$ cat src/hw/rtl/ptcr_pkg.sv
// shared types, constants and scale tables of the pwm trace column raster
package ptcr_pkg;

    localparam int PLOT_WIDTH_DEF  = 300;
    localparam int PLOT_HEIGHT_DEF = 160;
    localparam int PLOT_X0         = 10;
    localparam int PLOT_Y0         = 40;

    localparam int COL_W      = 9;
    localparam int PH_W       = COL_W + 1;
    localparam int PH_MAX     = 1 << COL_W;
    localparam int DIV_W      = 13;
    localparam int RCP_W      = 26;
    localparam int RCP_SHIFT  = 32;
    localparam int CFG_W      = 24;
    localparam int CFG_IDX_W  = 3;
    localparam int SCALE_LAT  = 5;
    localparam int FRONT_DLY  = SCALE_LAT + 1;
    localparam int DIV_STG    = 3;
    localparam int QUEUE_DEPTH = 16;

    localparam logic [1:0] VS_1000 = 2'd0;
    localparam logic [1:0] VS_3300 = 2'd1;
    localparam logic [1:0] TS_100  = 2'd0;
    localparam logic [1:0] TS_500  = 2'd1;
    localparam logic [1:0] TS_1000 = 2'd2;
    localparam logic [1:0] TS_5000 = 2'd3;

    typedef enum logic [CFG_IDX_W-1:0] {
        CFG_VOLT_SCALE,
        CFG_TIME_SCALE,
        CFG_HIGH_LEVEL_MV,
        CFG_LOW_LEVEL_MV,
        CFG_PERIOD_TIME_US,
        CFG_HIGH_TIME_US,
        CFG_TRACE_COLOR,
        CFG_BASELINE_COLOR
    } t_cfg_idx;

    typedef enum logic [1:0] {
        CLS_BLANK,
        CLS_HIGH,
        CLS_LOW,
        CLS_EDGE
    } t_cls;

    typedef struct packed {
        logic            trace_on;
        logic [PH_W-1:0] per;
        logic [PH_W-1:0] hpx;
    } t_timing;

    typedef struct packed {
        logic [COL_W-1:0] col;
        t_cls             cls;
    } t_entry;

    // divisors and floor(2^32 / divisor) for the time and volt scales
    function automatic logic [DIV_W-1:0] us_div(input logic [1:0] code);
        unique case (code)
            TS_100:  return DIV_W'(100);
            TS_500:  return DIV_W'(500);
            TS_1000: return DIV_W'(1000);
            TS_5000: return DIV_W'(5000);
        endcase
    endfunction

    function automatic logic [RCP_W-1:0] us_rcp(input logic [1:0] code);
        unique case (code)
            TS_100:  return RCP_W'(42949672);
            TS_500:  return RCP_W'(8589934);
            TS_1000: return RCP_W'(4294967);
            TS_5000: return RCP_W'(858993);
        endcase
    endfunction

    // unused code 3 behaves as 5000 mV
    function automatic logic [DIV_W-1:0] mv_div(input logic [1:0] code);
        unique case (code)
            VS_1000: return DIV_W'(1000);
            VS_3300: return DIV_W'(3300);
            default: return DIV_W'(5000);
        endcase
    endfunction

    function automatic logic [RCP_W-1:0] mv_rcp(input logic [1:0] code);
        unique case (code)
            VS_1000: return RCP_W'(4294967);
            VS_3300: return RCP_W'(1301505);
            default: return RCP_W'(858993);
        endcase
    endfunction

endpackage

$ cat src/hw/rtl/ptcr_queue.sv
// small show-ahead queue between front and back
module ptcr_queue #(
    parameter int WIDTH = $bits(ptcr_pkg::t_entry),
    parameter int DEPTH = ptcr_pkg::QUEUE_DEPTH
) (
    input  logic             i_clk,
    input  logic             i_rst_n,
    input  logic             i_wr,
    input  logic [WIDTH-1:0] i_wdata,
    input  logic             i_rd,
    output logic [WIDTH-1:0] o_rdata,
    output logic             o_empty
);

    localparam int AW    = $clog2(DEPTH);
    localparam int CNT_W = $clog2(DEPTH + 1);

    logic [WIDTH-1:0] r_mem [DEPTH];
    logic [AW-1:0]    r_wr_ptr, r_rd_ptr;
    logic [CNT_W-1:0] r_count;

    always_ff @(posedge i_clk) begin
        if (!i_rst_n) begin
            r_wr_ptr <= '0;
            r_rd_ptr <= '0;
            r_count  <= '0;
        end else begin
            if (i_wr) begin
                r_wr_ptr <= (r_wr_ptr == AW'(DEPTH - 1)) ? '0 : r_wr_ptr + AW'(1);
            end
            if (i_rd) begin
                r_rd_ptr <= (r_rd_ptr == AW'(DEPTH - 1)) ? '0 : r_rd_ptr + AW'(1);
            end
            r_count <= r_count + CNT_W'(i_wr) - CNT_W'(i_rd);
        end
    end

    always_ff @(posedge i_clk) begin
        if (i_wr) begin
            r_mem[r_wr_ptr] <= i_wdata;
        end
    end

    assign o_rdata = r_mem[r_rd_ptr];
    assign o_empty = (r_count == '0);

    a_no_overflow: assert property (@(posedge i_clk) disable iff (!i_rst_n)
        i_wr && !i_rd |-> r_count != CNT_W'(DEPTH))
        else $error("queue overflow");

    a_no_underflow: assert property (@(posedge i_clk) disable iff (!i_rst_n)
        i_rd |-> r_count != '0)
        else $error("queue underflow");

endmodule

$ cat config.mk
export PLATFORM = sky130hd
export DESIGN_NAME = ptcr_queue
export DESIGN_NICKNAME = d
export VERILOG_FILES = /design/src/hw/rtl/ptcr_pkg.sv /design/src/hw/rtl/ptcr_queue.sv
export SDC_FILE = /design/constraint.sdc
export NUM_CORES = 1
export LEC_CHECK = 0
export BUFFER_PORTS_ARGS = -buffer_cell sky130_fd_sc_hd__buf_4
export CORE_UTILIZATION = 38
export CTS_BUF_LIST = sky130_fd_sc_hd__clkbuf_4
export DETAILED_ROUTE_END_ITERATION = 12
export GPL_ROUTABILITY_DRIVEN = 0
export PLACE_DENSITY = 0.54
export SETUP_SLACK_MARGIN = 0.4
export SLEW_MARGIN = 40
export SYNTH_ARGS = -nofsm -noshare
export SYNTH_HDL_FRONTEND = slang
export SYNTH_SLANG_ARGS = --single-unit
$ cat constraint.sdc
create_clock -name i_clk -period 1.7 [get_ports i_clk]
set_input_delay 0.17 -clock i_clk [delete_from_list [all_inputs] [get_ports i_clk]]
set_output_delay 0.17 -clock i_clk [all_outputs]
set_load 0.02 [all_outputs]
==> flow_results.org <==
** Timing
- Post-route clock skew :: 0.01580 ns
- Max-slew headroom at the worst pin :: 61.57%
- Worst Hold Margin :: 0.07051 ns
- Setup repair after global routing could not meet its margin everywhere.
- Number of hold violations in the final report :: 0
- Period utilisation layout :: 137.2%
- The number of max-slew violations in the final report is 0.
- Post-layout minimum cycle time :: 2.332 ns
- Static timing analysis puts the maximum clock frequency at 0.4289 GHz.
- Transition at the pin with the smallest max-transition slack :: 0.5764 ns
- Worst Setup Slack, final :: -0.6316 ns
- Total setup violations reported at the end of the flow :: 12

** Floorplan
- The floorplan step defined a core boundary enclosing 0.01959 sq mm.
- Overall die width :: 143.9 um
- The initialized floorplan defines 51 standard-cell rows.
- I/O pin count :: 27
- Initial core utilization :: 39.06%
- Die Y :: 143.9 um
- The floorplan step defined a die boundary enclosing 0.02071 sq mm.

** Global routing
- For this run, the total global-route usage over all layers was measured as 18.51%.
- Entering global routing, the biggest net connects 25 pins.
- The first global-routing pass estimated 25890 um of wire.
- The number of antenna violations at the first check in global routing is 1.
- Number of global-route vias before repair :: 4028
- Grt ovf :: 0

** Yosys
- The synthesized design contains 193 register bits.
- The number of different library cells used by synthesis comes to 35.
- The share of the Yosys chip area taken by registers is 73.51%.
- Post-Synthesis Cells :: 376
- For this run, the number of Yosys warnings is 0.
- In this run the cell area of the synthesized design comes to 0.007652 sq mm.
- Average cell area after synthesis :: 20.35 sq um
- Net count after synthesis :: 403

** Critical path
- Arrival time reported for the critical path endpoint :: 2.16 ns
- Top cell family by delay on the critical path :: multiplexers
- CP bufs+invs :: 3
- The critical path in this run is classified as flop to output port.
- Critical Path Start Type :: flop
- Along the worst path, the maximum fanout reaches 4.
- Critical path cell sequence :: buf_4 -> buf_16 -> mux4_2 -> a22oi_2 -> nand2_2 -> buf_4
- Most numerous cell on the critical path :: buf_4
- Delay of the slowest cell on the worst path :: 0.51 ns
- STA classifies the critical path endpoint as an output port.
- The critical path runs through a total of 6 cells.
- Library cell contributing the largest single delay on the critical path :: mux4_2
- Depth of the worst register-to-register path :: 10
- Worst endpoint required time :: 1.53 ns

** Run status
- Violations in the final reports :: negative setup slack
- Status :: finished with violations

** Power and ir drop
- Comb power frac :: 15.0%
- Clock Power Share :: 25.1%
- Power spent charging and discharging nets :: 2.290 mW
- P per Cell Area :: 919.3 mW/mm^2
- Sequential cells burn 59.8% of the power.
- Leakage dissipation :: 3.188 nW
- Net switching fraction of the power :: 25.67%
- Maximum vdd drop :: 0.5605 mV
- Final Power :: 8.921 mW
- Cell internal power was estimated by the tool at 6.631 mW.

** Layout
- Commonest cells after routing, fill and taps aside :: 176 x edfxtp_1, 41 x mux4_2, 39 x buf_4
- The multi-input combinational cells in the finished layout cover a total of 0.002125 sq mm.
- In the final design database the tool counted 508 nets.
- Design area :: 0.009704 sq mm
- Fill count :: 1619
- Area taken by flip-flops and latches :: 0.005652 sq mm
- The post-route netlist has 49.60% of its cells at a drive strength greater than 1.
- Compared with the post-synthesis result, the final layout area differs by 26.81%.
- Number of standard cells in the layout, taps in and fillers out :: 760
- Leaving out fill and tap cells, the most frequent cell in the layout is edfxtp_1.

** CTS
- The number of clock buffers added by TritonCTS is 17.
- Cell at the root of the clock tree :: clkbuf_4
- The clock passes through at most 2 buffers.
- The tree built by TritonCTS fans out to 193 sinks.
- In this run the number of H-tree levels came out at 4.
- Clock-pin slew was measured on the worst setup and hold paths at 0.15 ns.
- Clock tree from TritonCTS :: yes
- For the worst-skew pair, the clock arrives at the later sink with an insertion delay of 0.55 ns.

** Placement
- Port buffering added 26 buffers.
- Placement-stage cell area :: 0.008697 sq mm
- The HPWL after detailed placement is 10280 um.
- Total placed cells including tap cells :: 688
- Worst Setup Slack post-DPL :: -0.1125 ns

** Routing
- Detail Route Antenna Nets :: 0
- Starting DRC count in detailed routing :: 277
- Number of vias per cell after detailed routing :: 5.130
- Total wire length :: 17950 um
- Detailed routing inserted a total of 3899 vias.
- First drt pass iteration count :: 4
- For this run, design rule violations remaining after detail routing come to 0.
- After detailed routing, the average wire length per cell comes to 23.62 um.

** Flow run
- Max Cap Viol :: 0

** Hold path
- Instance count along the most critical hold path :: 4
- Min-Delay Path Class :: primary input to flop
[power groups by stage]
stage	Sequential (mW)	Clock, mW	Combinational, mW
2_1_floorplan	5.41	0	0.723
3_3_place_gp	5.43	0	1.05
3_5_place_dp	5.43	0	1.08
4_1_cts	5.34	2.33	1.32
5_1_grt	5.35	2.49	1.46
6_report	5.34	2.24	1.34
[path summary, 6_finish.rpt]
kind / from / endpoint / slack [ns]
worst max-delay path: flop / o_rdata[10] / -0.63
worst min-delay path: i_wr / r_wr_ptr[3]$_SDFFE_PN0P_ / 0.07
worst max register to register: r_count[0]$_SDFF_PN0_ / r_count[4]$_SDFF_PN0_ / -0.06
worst min register to register: r_wr_ptr[3]$_SDFFE_PN0P_ / r_wr_ptr[3]$_SDFFE_PN0P_ / 0.57
[state kept, by name, indices dropped and copies added, names as in the netlist, named ones only]
name and cells:
r_wr_ptr 4, r_count 5, r_rd_ptr 4, r_mem 176
[through the flow]
| step | utilization [%] | setup TNS, ns |
|---|---|---|
| 4_1_cts | 48.78 | -7.740 |
| 3_3_place_gp | 44.40 | -0.8753 |
| 5_1_grt | 49.54 | -8.040 |
| 3_5_place_dp | 44.40 | -1.081 |
| 6_report | 49.54 | -6.722 |
| 2_1_floorplan | - | 0 |
[layer usage]
metal | share of wire (%) | track usage [%] | vias to the layer above
met5 | 0 | 0 | -
met4 | 1.2 | 6.831 | 0
met3 | 4.3 | 3.066 | 16
met2 | 51 | 30.71 | 87
met1 | 43 | 24.46 | 2051
li1 | - | - | 1745
[worst register-to-register path: cells and delay by family, from the launching register on]
family	cells	cell delay (ns)
AND/OR/NAND/NOR	2	0.34
flip-flops	1	0.36
adder cells (fa/ha/maj)	3	0.66
buffers and inverters	3	0.12
AO/OA/AOI/OAI	2	0.19
[cell usage after synthesis, drive strengths merged]
cell,instances,share of area (%)
a21boi,1,0.098
a21o,1,0.098
a21oi,4,0.26
a22oi,22,2.2
and2,24,2.0
and2b,1,0.098
and3,2,0.16
and3b,2,0.23
buf,12,1.5
clkbuf,4,0.25
dfxtp,17,4.4
edfxtp,176,69
fa,1,0.26
ha,11,1.8
inv,10,0.49
mux2i,3,0.39
mux4,44,14
nand2,16,0.78
nand2b,2,0.16
nand3,4,0.26
nand4,1,0.082
nor2,2,0.098
nor2b,4,0.33
nor3,1,0.065
nor3b,1,0.098
nor4b,1,0.11
o21ai,5,0.33
xnor2,3,0.34
xor2,1,0.11
[cell type report]
class                      instances  share of cell area (%)
clock inverter                    15                   1.289
inverter                          10                  0.4384
sequential                       193                   58.24
tap                              265                   3.417
timing repair buffer             102                   13.38
antenna                            1                 0.02579
clock buffer                      17                   1.315
multi-input combinational        157                   21.89
[cell families after synthesis]
kind of cell,share of synthesized area (%)
simple gates,4.447
xor+xnor,0.4579
compound gates,2.943
flops,73.51
mux,14.37
buf+inv,2.207
fa+ha+maj,2.060
[repair_timing]
action / CTS / global route
gates cloned: 5 / 2
resized for setup: 71 / 17
endpoints found under the hold margin: 193 / 0
pin swaps: 18 / 25
hold buffers: 14 / 0
setup endpoints to repair: 189 / 108
setup buffers: 13 / 5
Note: power is estimated with default switching activity, not from simulation.
