`config.mk`:
```
export PLATFORM = sky130hd
export DESIGN_NAME = ptcr_back
export DESIGN_NICKNAME = d
export VERILOG_FILES = /design/src/hw/rtl/ptcr_pkg.sv /design/src/hw/rtl/ptcr_back.sv
export SDC_FILE = /design/constraint.sdc
export NUM_CORES = 1
export LEC_CHECK = 0
export BUFFER_PORTS_ARGS = -buffer_cell sky130_fd_sc_hd__buf_4
export CELL_PAD_IN_SITES_DETAIL_PLACEMENT = 1
export CELL_PAD_IN_SITES_GLOBAL_PLACEMENT = 2
export CORE_MARGIN = 3
export CORE_UTILIZATION = 30
export CTS_CLUSTER_DIAMETER = 30
export CTS_CLUSTER_SIZE = 8
export DETAILED_ROUTE_END_ITERATION = 10
export GPL_ROUTABILITY_DRIVEN = 1
export PLACE_DENSITY = 0.9
export REMOVE_ABC_BUFFERS = 1
export SLEW_MARGIN = 20
export SYNTH_ARGS = -nofsm -noshare
export SYNTH_HDL_FRONTEND = slang
export SYNTH_SLANG_ARGS = --single-unit
```
`constraint.sdc`:
```
create_clock -name i_clk -period 12.46 [get_ports i_clk]
set_input_delay 2.492 -clock i_clk [delete_from_list [all_inputs] [get_ports i_clk]]
set_output_delay 2.492 -clock i_clk [all_outputs]
set_load 0.01 [all_outputs]
```
`src/hw/rtl/ptcr_pkg.sv`:
```
// shared types, constants and scale tables of the pwm trace column raster
package ptcr_pkg;

    localparam int PLOT_WIDTH_DEF  = 300;
    localparam int PLOT_HEIGHT_DEF = 160;
    localparam int PLOT_X0         = 10;
    localparam int PLOT_Y0         = 40;

    localparam int COL_W      = 9;
    localparam int PH_W       = COL_W + 1;
    localparam int PH_MAX     = 1 << COL_W;
    localparam int DIV_W      = 13;
    localparam int RCP_W      = 26;
    localparam int RCP_SHIFT  = 32;
    localparam int CFG_W      = 24;
    localparam int CFG_IDX_W  = 3;
    localparam int SCALE_LAT  = 5;
    localparam int FRONT_DLY  = SCALE_LAT + 1;
    localparam int DIV_STG    = 3;
    localparam int QUEUE_DEPTH = 16;

    localparam logic [1:0] VS_1000 = 2'd0;
    localparam logic [1:0] VS_3300 = 2'd1;
    localparam logic [1:0] TS_100  = 2'd0;
    localparam logic [1:0] TS_500  = 2'd1;
    localparam logic [1:0] TS_1000 = 2'd2;
    localparam logic [1:0] TS_5000 = 2'd3;

    typedef enum logic [CFG_IDX_W-1:0] {
        CFG_VOLT_SCALE,
        CFG_TIME_SCALE,
        CFG_HIGH_LEVEL_MV,
        CFG_LOW_LEVEL_MV,
        CFG_PERIOD_TIME_US,
        CFG_HIGH_TIME_US,
        CFG_TRACE_COLOR,
        CFG_BASELINE_COLOR
    } t_cfg_idx;

    typedef enum logic [1:0] {
        CLS_BLANK,
        CLS_HIGH,
        CLS_LOW,
        CLS_EDGE
    } t_cls;

    typedef struct packed {
        logic            trace_on;
        logic [PH_W-1:0] per;
        logic [PH_W-1:0] hpx;
    } t_timing;

    typedef struct packed {
        logic [COL_W-1:0] col;
        t_cls             cls;
    } t_entry;

    // divisors and floor(2^32 / divisor) for the time and volt scales
    function automatic logic [DIV_W-1:0] us_div(input logic [1:0] code);
        unique case (code)
            TS_100:  return DIV_W'(100);
            TS_500:  return DIV_W'(500);
            TS_1000: return DIV_W'(1000);
            TS_5000: return DIV_W'(5000);
        endcase
    endfunction

    function automatic logic [RCP_W-1:0] us_rcp(input logic [1:0] code);
        unique case (code)
            TS_100:  return RCP_W'(42949672);
            TS_500:  return RCP_W'(8589934);
            TS_1000: return RCP_W'(4294967);
            TS_5000: return RCP_W'(858993);
        endcase
    endfunction

    // unused code 3 behaves as 5000 mV
    function automatic logic [DIV_W-1:0] mv_div(input logic [1:0] code);
        unique case (code)
            VS_1000: return DIV_W'(1000);
            VS_3300: return DIV_W'(3300);
            default: return DIV_W'(5000);
        endcase
    endfunction

    function automatic logic [RCP_W-1:0] mv_rcp(input logic [1:0] code);
        unique case (code)
            VS_1000: return RCP_W'(4294967);
            VS_3300: return RCP_W'(1301505);
            default: return RCP_W'(858993);
        endcase
    endfunction

endpackage

```
`src/hw/rtl/ptcr_back.sv`:
```
// back end: rows and visibility of a classified column into the result register
module ptcr_back #(
    parameter int PLOT_HEIGHT = ptcr_pkg::PLOT_HEIGHT_DEF,
    parameter int ROW_W       = $clog2(ptcr_pkg::PLOT_Y0 + PLOT_HEIGHT)
) (
    input  logic                        i_clk,
    input  logic                        i_rst_n,
    input  logic                        i_q_empty,
    input  ptcr_pkg::t_entry            i_entry,
    output logic                        o_deq,
    input  logic [ROW_W-1:0]            i_high_row,
    input  logic [ROW_W-1:0]            i_low_row,
    input  logic [15:0]                 i_trace_color,
    input  logic [15:0]                 i_baseline_color,
    input  logic                        i_pop,
    output logic                        o_empty,
    output logic [8:0]                  o_screen_x,
    output logic [7:0]                  o_trace_top,
    output logic [7:0]                  o_trace_bottom,
    output logic                        o_trace_shown,
    output logic [7:0]                  o_baseline_row,
    output logic                        o_baseline_shown,
    output logic [15:0]                 o_pixel_trace_color,
    output logic [15:0]                 o_pixel_baseline_color
);

    localparam int ZERO_ROW = ptcr_pkg::PLOT_Y0 + PLOT_HEIGHT / 2;

    logic                        r_vld;
    logic [ptcr_pkg::COL_W-1:0]  r_col;
    logic [ROW_W-1:0]            r_top, r_bot;
    logic                        r_shown, r_base;
    logic [15:0]                 r_tcolor, r_bcolor;

    logic             take;
    logic [ROW_W-1:0] row_min, row_max;
    logic [ROW_W-1:0] n_top, n_bot;
    logic             n_shown, n_base;

    assign take  = !i_q_empty && (!r_vld || i_pop);
    assign o_deq = take;

    assign row_min = (i_high_row < i_low_row) ? i_high_row : i_low_row;
    assign row_max = (i_high_row < i_low_row) ? i_low_row : i_high_row;

    always_comb begin
        n_shown = 1'b1;
        unique case (i_entry.cls)
            ptcr_pkg::CLS_BLANK: begin
                n_top   = '0;
                n_bot   = '0;
                n_shown = 1'b0;
            end
            ptcr_pkg::CLS_HIGH: begin
                n_top = i_high_row;
                n_bot = i_high_row;
            end
            ptcr_pkg::CLS_LOW: begin
                n_top = i_low_row;
                n_bot = i_low_row;
            end
            ptcr_pkg::CLS_EDGE: begin
                n_top = row_min;
                n_bot = row_max;
            end
        endcase
        // zero line hidden where the trace run covers it, and in blank columns
        n_base = n_shown && !(ROW_W'(ZERO_ROW) >= n_top && ROW_W'(ZERO_ROW) <= n_bot);
    end

    always_ff @(posedge i_clk) begin
        if (!i_rst_n) begin
            r_vld <= 1'b0;
        end else if (take) begin
            r_vld <= 1'b1;
        end else if (i_pop) begin
            r_vld <= 1'b0;
        end
    end

    always_ff @(posedge i_clk) begin
        if (take) begin
            r_col    <= i_entry.col;
            r_top    <= n_top;
            r_bot    <= n_bot;
            r_shown  <= n_shown;
            r_base   <= n_base;
            r_tcolor <= i_trace_color;
            r_bcolor <= i_baseline_color;
        end
    end

    assign o_empty                = !r_vld;
    assign o_screen_x             = r_col + 9'(ptcr_pkg::PLOT_X0);
    assign o_trace_top            = 8'(r_top);
    assign o_trace_bottom         = 8'(r_bot);
    assign o_trace_shown          = r_shown;
    assign o_baseline_row         = 8'(ZERO_ROW);
    assign o_baseline_shown       = r_base;
    assign o_pixel_trace_color    = r_tcolor;
    assign o_pixel_baseline_color = r_bcolor;

    a_run_ordered: assert property (@(posedge i_clk) disable iff (!i_rst_n)
        r_vld && r_shown |-> r_top <= r_bot)
        else $error("trace run top below bottom");

    a_blank_clean: assert property (@(posedge i_clk) disable iff (!i_rst_n)
        r_vld && !r_shown |-> !r_base && r_top == '0 && r_bot == '0)
        else $error("blank column carries trace or zero line");

    a_take_fills: assert property (@(posedge i_clk) disable iff (!i_rst_n)
        take |=> r_vld)
        else $error("result register empty after a take");

endmodule

```
==> reports/qor.yml <==
outcome:
  status: "complete, no violations"
die:
  coreArea_um2: 7888
  rows: 32
  dieArea_um2: 9464
  die_width_um: 97.29
  initial_core_util_pct: 31.69
  die_h_um: 97.29
  io_pins: 132
clocking:
  path_clk_slew_ns: 0.07
  clock_latency_ns: 0.32
  cts_tree: "yes"
  post_cts_resized: 0
  cts_root_buffer: "clkbuf_8"
  holdBufCountCts: 0
  cts.htree.levels: 3
  cts_setup_buffers: 0
  cts_max_path_buffers: 2
  clkSinkCount: 60
  cts_inserted_buffers: 9
synthesis:
  synth_area_um2: 2500
  ys.flop_type: "edfxtp_1"
  synth_cells: 152
  avgSynthCellArea_um2: 16.45
  synthArstFlopShare_pct: 0
  yosysSeqAreaShare_pct: 71.67
  yosysWarnings: 0
  ys_ff_latch: 60
  synth.distinct_cells: 37
  synth_edf_count: 59
placed_design:
  dp_cells: 373
  dp_hpwl_um: 5508
  gp_congestion: 0.8132
  numPortBuffers: 123
drt:
  vias: 1794
  wl_um: 6950
  dr.pass1.iters: 6
  drtIter0Drc: 45
  avgViaCountPerCell: 4.612
  drc: 0
  wl_per_cell_um: 17.87
  detail-route-antenna-nets: 0
timing:
  hold_violations: 0
  fmax_mhz: 161.8
  period_needed_ns: 6.181
  final-setup-viol-count: 0
  rsz0062_at_grt: "false"
  clock_skew_ns: 0.007632
  worst_slew_pin_slew_ns: 0.7567
  tns_ns: 0
  finalMaxSlewViolations: 0
  relSlewSlack_pct: 49.56
  fin_crit_sh_pct: 49.61
critical_path:
  cp_num_buf_inv: 3
  crit_top_cell: "buf_4"
  required_ns: 9.97
  crit_path_cell_trace: "buf_4, nand2b_1, nor2b_4, buf_4, buf_4"
  cp_top_family: "buffers and inverters"
  crit_fanout: 60
  cp-end-kind: "output pin"
  cpPeakStageDelay_ns: 0.59
  crit_type: "primary input to output pin"
  slowest_stage: "buf_4"
  startpoint_type: "primary input"
  worstPathArrival_ns: 3.69
finish:
  final_cells: 389
  nNetsFinal: 353
  fill_cells: 820
  regArea_um2: 1792
  drive_gt1_share_pct: 53.31
  area_delta_synth_final_pct: 47.50
  diodes: 0
  multi_input_area_um2: 613.1
  postLayoutCoreUtil_pct: 46.75
power_and_ir_drop:
  power_per_cell_area_nw_per_um2: 131.3
  vdd_drop_max_v: 0.00004408
  p_leak_nw: 1.588
global_routing:
  grt_usage_pct: 14.67
  grt_overflow: 0
  grt_pass1_wl_um: 10520
  antenna_found_initial: 0
  grt_pass1_vias: 1885
  grt_max_degree: 61
min_path:
  hold_path_class: "register to register"
run:
  cap_viol_max_count: 0
## stage by stage
stage               hold WS (ns)  worst slack (ns)  power (mW)  area (um^2)
floorplan                 0.4714             4.602      0.2806         2439
global placement          0.4976             6.328      0.3248         3505
detailed placement        0.5361             6.285      0.3284         3505
CTS                       0.5515             6.277      0.4901         3687
global route              0.5857             6.195      0.5068         3687
finish                    0.5436             6.279      0.4841         3687
## power by group
part	internal [mW]	switching, mW	total, mW	leakage [nW]
clock	0.0903	0.0707	0.161	0.0911
combinational	0.0413	0.0385	0.0798	0.915
sequential	0.239	0.00481	0.243	0.582
total	0.370	0.114	0.484	1.59
## final cells by class
type | count | share of cell area, %
Clock buffer | 10 | 3.461
Clock inverter | 6 | 1.493
Inverter | 11 | 1.120
Multi-Input combinational cell | 76 | 16.63
Sequential cell | 60 | 48.59
Tap cell | 102 | 3.461
Timing Repair Buffer | 124 | 25.25
## Yosys cell counts (2+ instances only)
master,count,area [um^2]
a21oi_1,2,10.01
a21oi_2,3,26.28
a22o_1,8,70.07
a22o_2,7,70.07
buf_4,9,67.56
conb_1,2,7.510
edfxtp_1,59,1772
ha_1,8,100.1
inv_1,11,41.29
nand2_1,3,11.26
nand4_1,2,12.51
nor2_1,2,7.510
nor3_1,2,10.01
o21a_1,4,30.03
o21ai_0,4,20.02
xnor2_1,4,35.03
xor2_1,2,17.52
## sequential cells by signal (all words and copies together) (netlist names)
register / count
o_trace_bottom: 8
r_vld: 1
o_pixel_trace_color: 16
o_trace_shown: 1
r_col: 9
o_baseline_shown: 1
o_trace_top: 8
o_pixel_baseline_color: 16
## worst register-to-register path, stage by stage (launching register included)
cell	delay, ns
dfxtp_1	0.32
nand2b_1	0.08
nor2b_4	0.14
buf_4	0.59
## cells by family (layout without fill, tap and decap cells)
family          after synthesis  count (layout)  share of synthesized area [%]
simple gates                 17              17                          4.205
compound gates               37              37                          12.71
flops                        60              60                          71.67
buf+inv                      22             151                          5.005
xor+xnor                      6               6                          2.102
fa+ha+maj                     8               8                          4.004
other cells                   2               8                         0.3004
## layout by cell type, fill, tap and decap left out, drive strengths merged
cell type  netlist  routed
buf             11     124
edfxtp          59      59
a22o            16      16
inv             11      11
clkbuf           0      10
ha               8       8
conb             2       8
a21oi            5       5
o21a             4       4
o21ai            4       4
xnor2            4       4
clkinv           0       4
nand2            3       3
nor3             2       2
nand4            2       2
nor2             2       2
xor2             2       2
and2             2       2
nand2b           1       1
nor2b            1       1
or2b             1       1
or4              1       1
a41oi            1       1
a211oi           1       1
o32ai            1       1
o2111ai          1       1
a22oi            1       1
a32oi            1       1
nand4b           1       1
and3b            1       1
o2bb2ai          1       1
a21boi           1       1
clkinvlp         0       1
bufinv           0       1
dfxtp            1       1
## final timing paths
check	from	endpoint	slack, ns	cells after the start
worst max register to register	r_vld$_SDFFE_PN0P_	o_pixel_baseline_color[7]$_DFFE_PP_	10.92	3
worst max-delay path	i_pop	o_deq	6.28	5
worst min register to register	r_vld$_SDFFE_PN0P_	r_vld$_SDFFE_PN0P_	0.54	2
worst min-delay path	r_vld$_SDFFE_PN0P_	r_vld$_SDFFE_PN0P_	0.54	2
## per-layer routing
| layer | vias up | part of all wire [%] | GRT usage (%) |
|---|---|---|---|
| li1 | 830 | - | - |
| met1 | 849 | 40 | 16.37 |
| met2 | 104 | 50 | 25.11 |
| met3 | 11 | 7.4 | 3.877 |
| met4 | 0 | 2.4 | 8.626 |
| met5 | - | 0 | 0 |
(Power assumes the default switching activity.)
