<file path="config.mk">
export PLATFORM = sky130hd
export DESIGN_NAME = ptcr_front
export DESIGN_NICKNAME = d
export VERILOG_FILES = /design/src/hw/rtl/ptcr_pkg.sv /design/src/hw/rtl/ptcr_front.sv
export SDC_FILE = /design/constraint.sdc
export NUM_CORES = 1
export LEC_CHECK = 0
export ABC_CLOCK_PERIOD_IN_PS = 6550
export BUFFER_PORTS_ARGS = -buffer_cell sky130_fd_sc_hd__buf_2
export CAP_MARGIN = 20
export CORE_MARGIN = 10
export CORE_UTILIZATION = 40
export DETAILED_ROUTE_END_ITERATION = 8
export GPL_ROUTABILITY_DRIVEN = 0
export GPL_TIMING_DRIVEN = 0
export PLACE_DENSITY = 0.69
export SYNTH_ARGS = -nofsm -noshare
export SYNTH_HDL_FRONTEND = slang
export SYNTH_SLANG_ARGS = --single-unit
</file>
<file path="constraint.sdc">
create_clock -name i_clk -period 6.55 [get_ports i_clk]
set_clock_uncertainty 0.1 [all_clocks]
set_input_delay 0.3275 -clock i_clk [delete_from_list [all_inputs] [get_ports i_clk]]
set_output_delay 0.3275 -clock i_clk [all_outputs]
set_load 0.05 [all_outputs]
</file>
<file path="src/hw/rtl/ptcr_pkg.sv">
// shared types, constants and scale tables of the pwm trace column raster
package ptcr_pkg;

    localparam int PLOT_WIDTH_DEF  = 300;
    localparam int PLOT_HEIGHT_DEF = 160;
    localparam int PLOT_X0         = 10;
    localparam int PLOT_Y0         = 40;

    localparam int COL_W      = 9;
    localparam int PH_W       = COL_W + 1;
    localparam int PH_MAX     = 1 << COL_W;
    localparam int DIV_W      = 13;
    localparam int RCP_W      = 26;
    localparam int RCP_SHIFT  = 32;
    localparam int CFG_W      = 24;
    localparam int CFG_IDX_W  = 3;
    localparam int SCALE_LAT  = 5;
    localparam int FRONT_DLY  = SCALE_LAT + 1;
    localparam int DIV_STG    = 3;
    localparam int QUEUE_DEPTH = 16;

    localparam logic [1:0] VS_1000 = 2'd0;
    localparam logic [1:0] VS_3300 = 2'd1;
    localparam logic [1:0] TS_100  = 2'd0;
    localparam logic [1:0] TS_500  = 2'd1;
    localparam logic [1:0] TS_1000 = 2'd2;
    localparam logic [1:0] TS_5000 = 2'd3;

    typedef enum logic [CFG_IDX_W-1:0] {
        CFG_VOLT_SCALE,
        CFG_TIME_SCALE,
        CFG_HIGH_LEVEL_MV,
        CFG_LOW_LEVEL_MV,
        CFG_PERIOD_TIME_US,
        CFG_HIGH_TIME_US,
        CFG_TRACE_COLOR,
        CFG_BASELINE_COLOR
    } t_cfg_idx;

    typedef enum logic [1:0] {
        CLS_BLANK,
        CLS_HIGH,
        CLS_LOW,
        CLS_EDGE
    } t_cls;

    typedef struct packed {
        logic            trace_on;
        logic [PH_W-1:0] per;
        logic [PH_W-1:0] hpx;
    } t_timing;

    typedef struct packed {
        logic [COL_W-1:0] col;
        t_cls             cls;
    } t_entry;

    // divisors and floor(2^32 / divisor) for the time and volt scales
    function automatic logic [DIV_W-1:0] us_div(input logic [1:0] code);
        unique case (code)
            TS_100:  return DIV_W'(100);
            TS_500:  return DIV_W'(500);
            TS_1000: return DIV_W'(1000);
            TS_5000: return DIV_W'(5000);
        endcase
    endfunction

    function automatic logic [RCP_W-1:0] us_rcp(input logic [1:0] code);
        unique case (code)
            TS_100:  return RCP_W'(42949672);
            TS_500:  return RCP_W'(8589934);
            TS_1000: return RCP_W'(4294967);
            TS_5000: return RCP_W'(858993);
        endcase
    endfunction

    // unused code 3 behaves as 5000 mV
    function automatic logic [DIV_W-1:0] mv_div(input logic [1:0] code);
        unique case (code)
            VS_1000: return DIV_W'(1000);
            VS_3300: return DIV_W'(3300);
            default: return DIV_W'(5000);
        endcase
    endfunction

    function automatic logic [RCP_W-1:0] mv_rcp(input logic [1:0] code);
        unique case (code)
            VS_1000: return RCP_W'(4294967);
            VS_3300: return RCP_W'(1301505);
            default: return RCP_W'(858993);
        endcase
    endfunction

endpackage

</file>
<file path="src/hw/rtl/ptcr_front.sv">
// front end: column intake, phase by pipelined remainder, classification, credit count
module ptcr_front #(
    parameter int PLOT_WIDTH = ptcr_pkg::PLOT_WIDTH_DEF,
    parameter int DEPTH      = ptcr_pkg::QUEUE_DEPTH
) (
    input  logic                          i_clk,
    input  logic                          i_rst_n,
    input  logic                          i_push,
    input  logic [ptcr_pkg::COL_W-1:0]    i_column,
    output logic                          o_full,
    input  ptcr_pkg::t_timing             i_timing,
    input  logic                          i_deq,
    output logic                          o_wr,
    output ptcr_pkg::t_entry              o_entry
);

    localparam int DLY    = ptcr_pkg::FRONT_DLY;
    localparam int NSTG   = ptcr_pkg::DIV_STG;
    localparam int CW     = ptcr_pkg::COL_W;
    localparam int PW     = ptcr_pkg::PH_W;
    localparam int BPS    = CW / NSTG;
    localparam int USED_W = $clog2(DEPTH + 1);

    logic              accept;
    logic [USED_W-1:0] r_used;

    assign accept = i_push && !o_full;
    assign o_full = (r_used == USED_W'(DEPTH));

    // items in the front and the queue hold a credit until the back takes them
    always_ff @(posedge i_clk) begin
        if (!i_rst_n) begin
            r_used <= '0;
        end else begin
            r_used <= r_used + USED_W'(accept) - USED_W'(i_deq);
        end
    end

    // hold columns until the scaled timing has settled after a register write
    logic          r_dly_vld [DLY];
    logic [CW-1:0] r_dly_col [DLY];

    always_ff @(posedge i_clk) begin
        if (!i_rst_n) begin
            for (int i = 0; i < DLY; i++) begin
                r_dly_vld[i] <= 1'b0;
            end
        end else begin
            r_dly_vld[0] <= accept;
            for (int i = 1; i < DLY; i++) begin
                r_dly_vld[i] <= r_dly_vld[i-1];
            end
        end
    end

    always_ff @(posedge i_clk) begin
        r_dly_col[0] <= i_column;
        for (int i = 1; i < DLY; i++) begin
            r_dly_col[i] <= r_dly_col[i-1];
        end
    end

    // restoring remainder, three bits of the column per stage
    logic          in_vld [NSTG];
    logic [CW-1:0] in_col [NSTG];
    logic [PW-1:0] in_rem [NSTG];
    logic [PW-1:0] n_rem  [NSTG];
    logic          r_div_vld [NSTG];
    logic [CW-1:0] r_div_col [NSTG];
    logic [PW-1:0] r_div_rem [NSTG];

    always_comb begin
        in_vld[0] = r_dly_vld[DLY-1];
        in_col[0] = r_dly_col[DLY-1];
        in_rem[0] = '0;
        for (int s = 1; s < NSTG; s++) begin
            in_vld[s] = r_div_vld[s-1];
            in_col[s] = r_div_col[s-1];
            in_rem[s] = r_div_rem[s-1];
        end
        for (int s = 0; s < NSTG; s++) begin
            n_rem[s] = in_rem[s];
            for (int b = 0; b < BPS; b++) begin
                n_rem[s] = {n_rem[s][PW-2:0], in_col[s][CW-1-s*BPS-b]};
                if (n_rem[s] >= i_timing.per) begin
                    n_rem[s] = n_rem[s] - i_timing.per;
                end
            end
        end
    end

    always_ff @(posedge i_clk) begin
        if (!i_rst_n) begin
            for (int s = 0; s < NSTG; s++) begin
                r_div_vld[s] <= 1'b0;
            end
        end else begin
            for (int s = 0; s < NSTG; s++) begin
                r_div_vld[s] <= in_vld[s];
            end
        end
    end

    always_ff @(posedge i_clk) begin
        for (int s = 0; s < NSTG; s++) begin
            r_div_col[s] <= in_col[s];
            r_div_rem[s] <= n_rem[s];
        end
    end

    logic [CW-1:0] col;
    logic [PW-1:0] phase;
    logic          in_plot;
    logic          is_edge;

    assign col     = r_div_col[NSTG-1];
    assign phase   = r_div_rem[NSTG-1];
    assign in_plot = (int'(col) < PLOT_WIDTH);
    assign is_edge = (phase == i_timing.hpx) || (phase == '0 && col != '0);

    always_comb begin
        o_entry.col = col;
        if (!i_timing.trace_on || !in_plot) begin
            o_entry.cls = ptcr_pkg::CLS_BLANK;
        end else if (is_edge) begin
            o_entry.cls = ptcr_pkg::CLS_EDGE;
        end else if (phase < i_timing.hpx) begin
            o_entry.cls = ptcr_pkg::CLS_HIGH;
        end else begin
            o_entry.cls = ptcr_pkg::CLS_LOW;
        end
    end

    assign o_wr = r_div_vld[NSTG-1];

    a_used_bound: assert property (@(posedge i_clk) disable iff (!i_rst_n)
        r_used <= USED_W'(DEPTH))
        else $error("credit count above queue depth");

    a_wr_counted: assert property (@(posedge i_clk) disable iff (!i_rst_n)
        o_wr |-> r_used != '0)
        else $error("column leaving front without a credit");

    a_deq_counted: assert property (@(posedge i_clk) disable iff (!i_rst_n)
        i_deq |-> r_used != '0)
        else $error("queue read with no credit outstanding");

endmodule

</file>
==> impl_metrics.csv <==
group,metric,value,unit
worst_setup_path,max_stage_delay,460,ps
clocking,clockRootBuffer,"clkbuf_16",
sta,fin_crit,6150,ps
power_and_ir_drop,power_density,313,nW/um^2
synth,yosysWarnings,0,
synth,syn_inst,738,
worst_setup_path,critPathBufInv,6,
clocking,numCtsBuffers,17,
synth,yosys.area.top_type,"dfxtp_1",
global_route,grt_pass1_wl,25300,um
clocking,path_clk_slew,60,ps
worst_setup_path,path_class,"reg -> reg",
synth,ys_ff_latch,123,
min_path,min-delay-start,"i_rst_n",
min_path,min_to,"r_dly_vld[5]",
floorplan,dieWidth,154,um
clocking,cts.sinks,123,
floorplan,num_rows,49,
sta,hold_viol,0,
worst_setup_path,crit_arrival,6350,ps
place,io_buffers,46,
run_status,status,"finished, final reports clean",
min_path,hp-class,"in -> reg",
sta,finalWorstSetupSlack,404,ps
synth,synthTopCellsByCount,"123 x dfxtp_1, 98 x ha_1, 56 x nor2_1",
synth,synthMuxAreaShare,9.86,%
clocking,clk_latency,420,ps
worst_setup_path,required,6750,ps
sta,min_period_over_period,93.8,%
synth,synthTopCellsByArea,"dfxtp_1 34%, ha_1 17%, xnor2_1 4.6%",
routing,drtAntennaViolNets,0,
worst_setup_path,crit_top_cell,"inv_1",
place,pre_cts_ws,-681,ps
worst_setup_path,cpMaxStageDelayCell,"o41ai_4",
routing,drc,0,
power_and_ir_drop,vdd_drop_max,0.204,mV
floorplan,floorplan.initialDensity,40.4,%
worst_setup_path,end_kind,"register",
synth,synthAdderAreaFrac,19.4,%
sta,setup_viol,0,
finish,fin_nets,956,
finish,drive_gt1_share,18.0,%
routing,routed_via_density,5.13,
global_route,grt_usage,12.9,%
synth,synth-seq-area-share,34.0,%
sta,finalMaxSlewViolations,0,
sta,max_freq,163,MHz
clocking,cts_buffer_depth,2,
routing,first_iter_violations,217,
routing,wl_per_cell,14.7,um
worst_setup_path,r2r_end,"r_div_rem[0][22]",
global_route,grt_max_degree,17,
synth,syn_avg_cell_area,9.80,sq um
synth,synth_xor_area_share,6.78,%
synth,syn_area,7240,sq um
synth,synth_compound_gate_area_share,14.0,%
global_route,antenna_found_initial,0,
floorplan,die_area,23900,sq um
routing,drt_first_pass_iters,4,
min_path,hold_depth,2,
synth,synthSimpleGateAreaFrac,12.6,%
worst_setup_path,r2r_cells,26,
sta,tightest_slew,664,ps
synth,synth_ff_type,"dfxtp_1",
routing,dr_total_vias,5425,
routing,routed_wl,15500,um
synth,synth_top_area_share,34.0,%
synth,ys_types,59,
clocking,cts_tree,"yes",
synth,synth_edf_count,0,
worst_setup_path,path_delay_family,"compound AO/OA/AOI/OAI gates",
synth,syn_nets,879,
worst_setup_path,worst-path-max-fanout,10,
worst_setup_path,r2r_slack,400,ps
global_route,overflow,0,
floorplan,ios,47,
sta,rsz0062_at_grt,"no",
synth,synth_top_family_by_area,"adder cells",
global_route,grt_pass1_vias,5416,
worst_setup_path,r2r-start,"r_div_col[0][11]",
finish,syn2layout_area_growth,17.3,%
power_and_ir_drop,p_leak,3.94,nW
floorplan,dieHeight,154,um
job,cap_violations,0,
place,dpl.hpwl,11800,um
worst_setup_path,critPathLaunchType,"register",
power_and_ir_drop,totalPowerFinal,0.00266,W
floorplan,design.core.area,17900,sq um
sta,slew_headroom,55.6,%
finish,antennaDiodeCount,0,
synth,ys_async_sr_fraction,0,%
clocking,cts_htree_levels,4,
synth,synth.most_common_cell,"dfxtp_1",
==> power breakdown <==
part / switching, W / internal [W]
registers: 0.0000435 / 0.000833
clock network: 0.000336 / 0.000561
logic: 0.000457 / 0.000426
total: 0.000836 / 0.00182
==> sequential cells by signal (all words and copies together) (netlist names) <==
| name | count |
|---|---|
| r_div_rem | 28 |
| r_div_col | 27 |
| r_used | 5 |
| r_dly_col | 54 |
| r_div_vld | 3 |
| r_dly_vld | 6 |
==> stage by stage <==
stage	hold WS [ps]	util, %	cell area, sq um	TNS, ps	std cells
after floorplan	210	-	7240	0	738
after global placement	210	43.3	7750	-5840	1013
after detailed placement	212	43.3	7750	-6720	1013
after CTS	93.5	47.2	8450	0	1056
after global routing	118	47.4	8490	0	1057
final	99.9	47.4	8490	0	1057
==> metal layers <==
layer / GRT usage [%] / wire [um]
met1: 14.4 / 6920
met4: 5.62 / 373
met3: 3.00 / 496
met2: 22.8 / 7720
met5: 0 / 0
==> what timing repair did <==
item	CTS	global route
resized for setup	3	8
hold endpoints to repair	9	0
hold buffers	9	0
setup buffers	2	1
pin swaps	0	1
setup endpoints to repair	7	17
==> cells by family (layout without fill, tap and decap cells) <==
group,after synthesis,count (layout)
AOI/OAI and AO/OA,155,155
xor gates and xnor gates,56,56
adders and majority gates,107,107
buffers and inverters,59,149
DFF,123,123
muxes,57,57
and+or+nand+nor,181,181
==> cells in the final DEF, fill, tap and decap left out, types with 4 or more instances in the layout <==
master	instances
xnor2_1	38
a21o_1	21
clkinvlp_4	5
a21oi_1	45
and2_1	13
nand2_1	26
mux2_2	27
mux2_4	21
buf_2	46
clkbuf_1	4
dlygate4sd3_1	9
nor2b_1	15
mux2i_1	5
dfxtp_1	123
ha_1	98
o21a_1	7
a211oi_1	11
nand4_1	17
buf_4	4
nand3_1	7
nand2b_1	12
fa_1	9
o31ai_1	5
xor2_1	18
clkbuf_16	17
nor4_1	6
inv_1	51
or2_2	5
nor2_1	56
a31oi_1	6
nor3_1	15
o21ai_0	31
==> worst max-delay path by stage <==
stage                     slack, ps          endpoint  depth (start not counted)             start
after floorplan                 630  r_div_rem[0][24]                         23      i_timing[11]
after global placement         -620  r_div_rem[0][24]                         24      i_timing[11]
after detailed placement       -680  r_div_rem[0][27]                         24      i_timing[11]
after CTS                         5  r_div_rem[0][26]                         25  r_div_col[0][11]
after global routing             50  r_div_rem[0][22]                         26  r_div_col[0][11]
final                           400  r_div_rem[0][22]                         26  r_div_col[0][11]
==> area by class of cell <==
type / instances / area [sq um]
Buffer: 7 / 52.6
Clock buffer: 19 / 433
Clock inverter: 13 / 144
Fill cell: 1708 / 9410
Inverter: 52 / 199
Multi-Input combinational cell: 556 / 4570
Sequential cell: 123 / 2460
Tap cell: 229 / 287
Timing Repair Buffer: 58 / 343
Power figures use the tool's default switching activity.
